### src/design/srsi_pkg.sv
// ----------------------------------------------------------------------------
// srsi_pkg
// shared types and constants for the sorted range seek iterator
// ----------------------------------------------------------------------------
`default_nettype none

package srsi_pkg;

  localparam int ID_W           = 31;
  localparam int COUNT_W        = 9;
  localparam int SLOT_W         = 8;
  localparam int MODE_W         = 2;
  localparam int MAX_RANGES_DEF = 256;

  localparam logic [MODE_W-1:0] MODE_LOAD   = 2'd0;
  localparam logic [MODE_W-1:0] MODE_SEEK   = 2'd1;
  localparam logic [MODE_W-1:0] MODE_REWIND = 2'd2;

  typedef struct packed {
    logic [ID_W-1:0] first;
    logic [ID_W-1:0] last;
  } range_t;

  typedef struct packed {
    logic            exhausted;
    logic [ID_W-1:0] next_doc;
  } result_t;

endpackage

`default_nettype wire

### src/design/srsi_seek_ctrl.sv
// ----------------------------------------------------------------------------
// srsi_seek_ctrl
// request sequencer: cursor, one shared range compare step per table read
// ----------------------------------------------------------------------------
`default_nettype none

module srsi_seek_ctrl #(
  parameter int MAX_RANGES = srsi_pkg::MAX_RANGES_DEF,
  parameter int AW         = 8,
  parameter int CW         = 9
) (
  input  wire logic                          clk,
  input  wire logic                          rst,
  input  wire logic                          in_valid,
  output logic                               in_ready,
  input  wire logic [srsi_pkg::MODE_W-1:0]   in_mode,
  input  wire logic [srsi_pkg::SLOT_W-1:0]   in_slot,
  input  wire logic [srsi_pkg::ID_W-1:0]     in_first,
  input  wire logic [srsi_pkg::ID_W-1:0]     in_last,
  input  wire logic [srsi_pkg::ID_W-1:0]     in_target,
  input  wire logic                          in_seek_end,
  input  wire logic [srsi_pkg::COUNT_W-1:0]  range_count,
  input  wire logic                          out_free,
  output logic                               res_valid,
  output srsi_pkg::result_t                  res,
  output logic                               mem_wr_en,
  output logic [AW-1:0]                      mem_wr_addr,
  output srsi_pkg::range_t                   mem_wr_data,
  output logic                               mem_rd_en,
  output logic [AW-1:0]                      mem_rd_addr,
  input  wire srsi_pkg::range_t              mem_rd_data
);

  typedef enum logic [3:0] {
    S_IDLE = 4'b0001,
    S_READ = 4'b0010,
    S_CMP  = 4'b0100,
    S_OUT  = 4'b1000
  } state_t;

  state_t                      state;
  logic [CW-1:0]               cursor;
  logic [srsi_pkg::ID_W-1:0]   target;
  logic                        accept;
  logic                        past_end;
  logic                        hit;
  logic [srsi_pkg::ID_W-1:0]   hit_doc;

  assign in_ready = (state == S_IDLE);
  assign accept   = in_valid && in_ready;

  // cursor at or past the usable count (count clipped to table depth)
  assign past_end = (32'(cursor) >= 32'(range_count)) || (32'(cursor) >= 32'(MAX_RANGES));

  assign mem_wr_en        = accept && (in_mode == srsi_pkg::MODE_LOAD)
                            && (32'(in_slot) < 32'(MAX_RANGES));
  assign mem_wr_addr      = AW'(in_slot);
  assign mem_wr_data      = {in_first, in_last};
  assign mem_rd_en        = (state == S_READ) && !past_end;
  assign mem_rd_addr      = AW'(cursor);

  // shared compare unit
  assign hit     = (target <= mem_rd_data.last);
  assign hit_doc = (target >= mem_rd_data.first) ? target : mem_rd_data.first;

  assign res_valid = (state == S_OUT) && out_free;

  always_ff @(posedge clk) begin
    if (rst) begin
      state  <= S_IDLE;
      cursor <= '0;
    end else begin
      case (state)
        S_IDLE: begin
          if (accept) begin
            target        <= in_target;
            res.next_doc  <= '0;
            res.exhausted <= 1'b0;
            case (in_mode)
              srsi_pkg::MODE_REWIND: begin
                cursor <= '0;
                state  <= S_OUT;
              end
              srsi_pkg::MODE_SEEK: begin
                if (in_seek_end) begin
                  res.exhausted <= 1'b1;
                  state         <= S_OUT;
                end else begin
                  state <= S_READ;
                end
              end
              default: begin
                state <= S_OUT;
              end
            endcase
          end
        end
        S_READ: begin
          if (past_end) begin
            res.exhausted <= 1'b1;
            state         <= S_OUT;
          end else begin
            state <= S_CMP;
          end
        end
        S_CMP: begin
          if (hit) begin
            res.next_doc <= hit_doc;
            state        <= S_OUT;
          end else begin
            cursor <= cursor + 1'b1;
            state  <= S_READ;
          end
        end
        S_OUT: begin
          if (out_free) begin
            state <= S_IDLE;
          end
        end
        default: begin
          state <= S_IDLE;
        end
      endcase
    end
  end

  assert property (@(posedge clk) disable iff (rst) 32'(cursor) <= 32'(MAX_RANGES))
    else $error("cursor beyond table depth");

  assert property (@(posedge clk) disable iff (rst)
    (state == S_CMP) |-> ($past(state) == S_READ))
    else $error("compare step without table read");

  assert property (@(posedge clk) disable iff (rst)
    (cursor != $past(cursor)) |-> ((cursor == $past(cursor) + 1'b1) || (cursor == '0)))
    else $error("cursor moved other than forward by one or rewind");

  assert property (@(posedge clk) disable iff (rst)
    (res_valid && res.exhausted) |-> (res.next_doc == '0))
    else $error("exhausted result with nonzero doc");

  assert property (@(posedge clk) disable iff (rst)
    mem_rd_en |-> (32'(cursor) < 32'(MAX_RANGES)))
    else $error("table read out of range");

endmodule

`default_nettype wire
### config.mk
export PLATFORM = sky130hd
export DESIGN_NAME = srsi_seek_ctrl
export DESIGN_NICKNAME = d
export VERILOG_FILES = /design/src/design/srsi_pkg.sv /design/src/design/srsi_seek_ctrl.sv
export SDC_FILE = /design/constraint.sdc
export NUM_CORES = 1
export LEC_CHECK = 0
export BUFFER_PORTS_ARGS = -buffer_cell sky130_fd_sc_hd__buf_4
export CAP_MARGIN = 15
export CORE_MARGIN = 2
export CORE_UTILIZATION = 35
export CTS_BUF_LIST = sky130_fd_sc_hd__clkbuf_4 sky130_fd_sc_hd__clkbuf_8
export CTS_CLUSTER_SIZE = 10
export DETAILED_ROUTE_END_ITERATION = 8
export MAX_ROUTING_LAYER = met4
export PLACE_DENSITY_LB_ADDON = 0.3
export SLEW_MARGIN = 20
export SYNTH_ARGS = -nofsm -noshare
export SYNTH_HDL_FRONTEND = slang
export SYNTH_SLANG_ARGS = --single-unit
### constraint.sdc
create_clock -name clk -period 3.9 [get_ports clk]
set_clock_uncertainty 0.05 [all_clocks]
set_input_delay 0.195 -clock clk [delete_from_list [all_inputs] [get_ports clk]]
set_output_delay 0.195 -clock clk [all_outputs]
set_load 0.05 [all_outputs]
Word-level counts from Yosys, hierarchy flattened
Index checks and enable logic that the tools add are counted.

Flip-flop bits (word level): 76. Logic and storage cells: 56. Output and inout bits: 114. Input port bits: 179.

$lt $le $gt $ge: 4. $add $sub $neg: 1. Reduce and logical (&&, ||, !) cells: 14. Eq/ne operators: 12. Mux-type cells: 19. Bitwise gates (word level): 1.

Operator list (count): two-way mux 31 bit (2); case mux 31 bit (2 select lines) (1); two-way mux 32 bit (1); >= comparator 31 bit (1); less-or-equal comparator 31 bit (1); two-way mux 9 bit (3); two-way mux 4 bit (6); case mux 9 bit (2 select lines) (1); case mux 4 bit (4 select lines) (1); AND reduction 4 bit (3); adder 9 x 1 -> 9 bit (second input constant) (1); >= comparator 9 bit (1); >= comparator 9 bit (second input constant) (1); != test 2 bit (second input constant) (4); == test 4 x 1 -> 1 bit (second input constant) (1); == test 4 x 2 -> 1 bit (second input constant) (1); == test 4 x 3 -> 1 bit (second input constant) (1); == test 4 bit (second input constant) (1); logical AND 1 bit (4); != test 2 x 1 -> 1 bit (second input constant) (2); nonzero test 2 bit (2); two-way mux 1 bit (3); AND reduction 3 bit (1); == test 2 x 1 -> 1 bit (second input constant) (1); other kinds (7) (7).

Depth between registers and ports, before layout
Word-level depth: 4. Depth in mapped cells: 10. Gate-level depth less buffers: 9.

Least setup slack after synthesis
No wires, ideal clock.

Path type: register -> register. Start: reg target[30] (netlist name). End: reg res[0] (netlist name), enable pin. Data required time: 3421 ps. Path slack: 177 ps. Setup time: 429 ps. Stages on the path, launching flop included: 7. Path buffers: 0. Data arrival time: 3243 ps. Clock period less this slack: 3723 ps. Cells stage by stage: edfxtp_1 -> ha_1 -> nand4_2 -> nor4_2 -> a22oi_1 -> or3_1 -> a21oi_1.

Longest elaborated chain between the ends: 3.

Ends and longest elaborated chain: start, declared (RTL line srsi_seek_ctrl.sv:43) `logic [srsi_pkg::ID_W-1:0] target;`; start signal, assigned (RTL line srsi_seek_ctrl.sv:76) `target <= in_target;`; less-or-equal comparator 31 bit (RTL line srsi_seek_ctrl.sv:63) `assign hit = (target <= mem_rd_data.last);`; != test 2 bit (no source line); AND reduction 4 bit (no source line); end, declared (RTL line srsi_seek_ctrl.sv:25) `output srsi_pkg::result_t res,`.

Every way passes these cells. A chain may end at the register's enable or synchronous reset.

Final worst setup path
Start: reg target[13] (netlist name). End: reg res[23] (netlist name), enable pin.

The elaborated chain is that of the path after synthesis.

==> impl_metrics.toml <==
[floorplan]
std_cell_rows = 46
dieArea_um2 = 16900
initial_utilization_pct = 35.4
die_w_um = 130
coreArea_um2 = 15700
die_h_um = 130
pin_count = 293

[routing]
via_count = 4604
vias_per_cell = 5.08
wire_per_inst_um = 16.5
drt-pass1-iter-count = 5
drcViolationCount = 0
drt-initial-drc-count = 234
ant_nets = 0
totalWireLength_mm = 15.0

[pwr]
irDropWorstVdd_uv = 194
powerDensity_nw_per_um2 = 326
p_leak_nw = 3.14

[global_routing]
grt_pass1_wl_mm = 23.0
gr-total-overflow = 0
grt_pass1_vias = 4650
grt_max_degree = 35
antenna_found_initial = 0
grtUsageTotal_pct = 18.4

[synth]
synth_top_area_share_pct = 34.1
synth_top_family_by_area = "buffers and inverters"
ys_types = 52
synthFlopType = "edfxtp_1"
ys_seq_elements = 76
synthMuxAreaShare_pct = 0
yosysSeqAreaShare_pct = 38.8
yosys.area_share.adder_pct = 16.3
yosysTopAreaCell = "edfxtp_1"
synth_compound_area_share_pct = 16.9
synth_nets = 832
syn-cell-area_um2 = 5540
ys_top_cells_by_area = "edfxtp_1, ha_1, buf_4"
synthXorXnorAreaFrac_pct = 0
ys.warnings.count = 0
synth-simple-area-share_pct = 11.0
syn_area_per_cell_um2 = 9.54
syn_inst = 581
synth_async_sr_flop_share_pct = 0
synth_edf_count = 63

[setup_path]
critPathMaxFanout = 31
worstSetupStartpoint = "target[13]"
arrival_ps = 3100
critPathCapture = "res[23]"
rr_worst_depth = 7
crit_buf_inv = 1
r2r_start = "target[13]"
reg2reg_slack_ps = 770
path_cells = "ha_1, nand4_1, nor4_1, a22oi_1, or3_1, a21oi_4, buf_4"
cp.depth = 7
r2r_end = "res[23]"
cp_slowest_cell = "nor4_1"
cp-start-kind = "register"
cp_top_family = "simple AND/OR/NAND/NOR gates"
worstSetupPathType = "reg2reg"
required_ps = 3870
critPathCaptureType = "register"
max_stage_delay_ps = 490

[placed_design]
post-place-ws_ps = 769
dp.cells = 859
dp_hpwl_mm = 11.4
port_buffers = 152
gp_congestion = 0.816

[cts]
clock_tree.buffer_depth = 2
cts_resized = 0
cts_setup_buffers = 0
cts_made_buffers = 9
root_buffer = "clkbuf_8"
postCtsHoldBufs = 31
cts_tree = "done"
clock_latency_ps = 380
path_clk_slew_ps = 90
cts_sinks = 76
cts_max_level = 3

[timing]
rsz0062_at_grt = "no"
hold_viol_final = 0
fin_crit_sh_pct = 80.3
tns_ps = 0
setup_viol = 0
worst_slew_pin_slew_ps = 817
max_slew_margin_pct = 45.3
maxSlewViolCount = 0
fin_ws_ps = 767
min_period_ps = 3130
max_freq_mhz = 319
whs_ps = 76.5

[layout]
drive_gt1_share_pct = 27.4
fill_cells = 1558
utilization_pct = 43.8
layout_common_cells = "buf_4, inv_1, ha_1"
antennaDiodeCount = 0
finalNetCount = 936
area_delta_synth_final_pct = 23.8
final_cells = 906
final_common_cell = "buf_4"

[run]
drv_cap = 0

[worst_hold_path]
hold_path_class = "in2reg"

[run_status]
run_status = "complete, no violations"
[final cells by class]
class                      instances  area, µm²  area share (%)
clock inverter                     7       72.6            1.06
timing repair buffer             188       1490            21.7
inverter                          75        282            4.10
sequential                        76       2150            31.4
clock buffer                       9        124            1.80
multi-input combinational        335       2470            36.1
tap                              216        270            3.94
[metrics by stage]
stage                     cell area [µm²]  total power, mW
after global placement               6360             1.59
after detailed placement             6360             1.60
after floorplan                      5540             1.56
after CTS                            6860             2.25
after global routing                 6860             2.36
final                                6860             2.24
[sequential cells by signal, indices dropped and copies added, names as in the netlist]
register and count:
state 4, res 32, target 31, cursor 9
[cells in the mapped netlist (all sizes together) (2+ instances only)]
master,instances
nand2,17
o211ai,5
or3,3
nor4,2
nand3,42
a211oi,2
o21bai,2
clkbuf,10
and3,2
nor2b,4
ha,72
nand3b,3
o31ai,6
nand2b,4
or2,2
nand4,15
buf,85
o21a,3
dfxtp,13
nor3,2
a31oi,5
a21o,11
a2111oi,3
o311ai,3
edfxtp,63
a21oi,58
inv,75
nor2,12
o21ai,45
[per-layer routing]
metal / up-vias / wire length [µm] / global-route usage, %
met5: - / 0 / -
met4: 0 / 417 / 8.10
met3: 38 / 1240 / 4.80
met1: 2140 / 6110 / 21.5
met2: 200 / 7190 / 29.8
li1: 2226 / - / -
[power by group]
group	total (mW)	switching, mW	internal (mW)
registers	0.987	0.0379	0.949
logic	0.621	0.368	0.253
clock network	0.628	0.329	0.299
[cell families after synthesis]
logic type / count (synthesis)
AO/OA/AOI/OAI: 150
adder cells (fa/ha/maj): 72
buffers and inverters: 170
flip-flops: 76
AND/OR/NAND/NOR: 113
[worst register-to-register path: cells and delay by family, from the launching register on]
| family | cells | cell delay [ps] |
|---|---|---|
| compound gates | 2 | 380 |
| fa+ha+maj | 1 | 350 |
| buf+inv | 1 | 400 |
| flops | 1 | 440 |
| simple gates | 3 | 1140 |
[how the worst min path moves through the flow]
stage / slack, ps / startpoint / to / cells past startpoint
CTS: 60 / rst / cursor[8] / 2
detailed placement: 320 / in_target[19] / target[19] / 1
global placement: 320 / in_target[29] / target[29] / 1
finish: 80 / rst / state[1] / 2
floorplan: 240 / in_target[0] / target[0] / 0
global route: 70 / rst / state[1] / 2
Note: power is estimated with default switching activity, not from simulation.
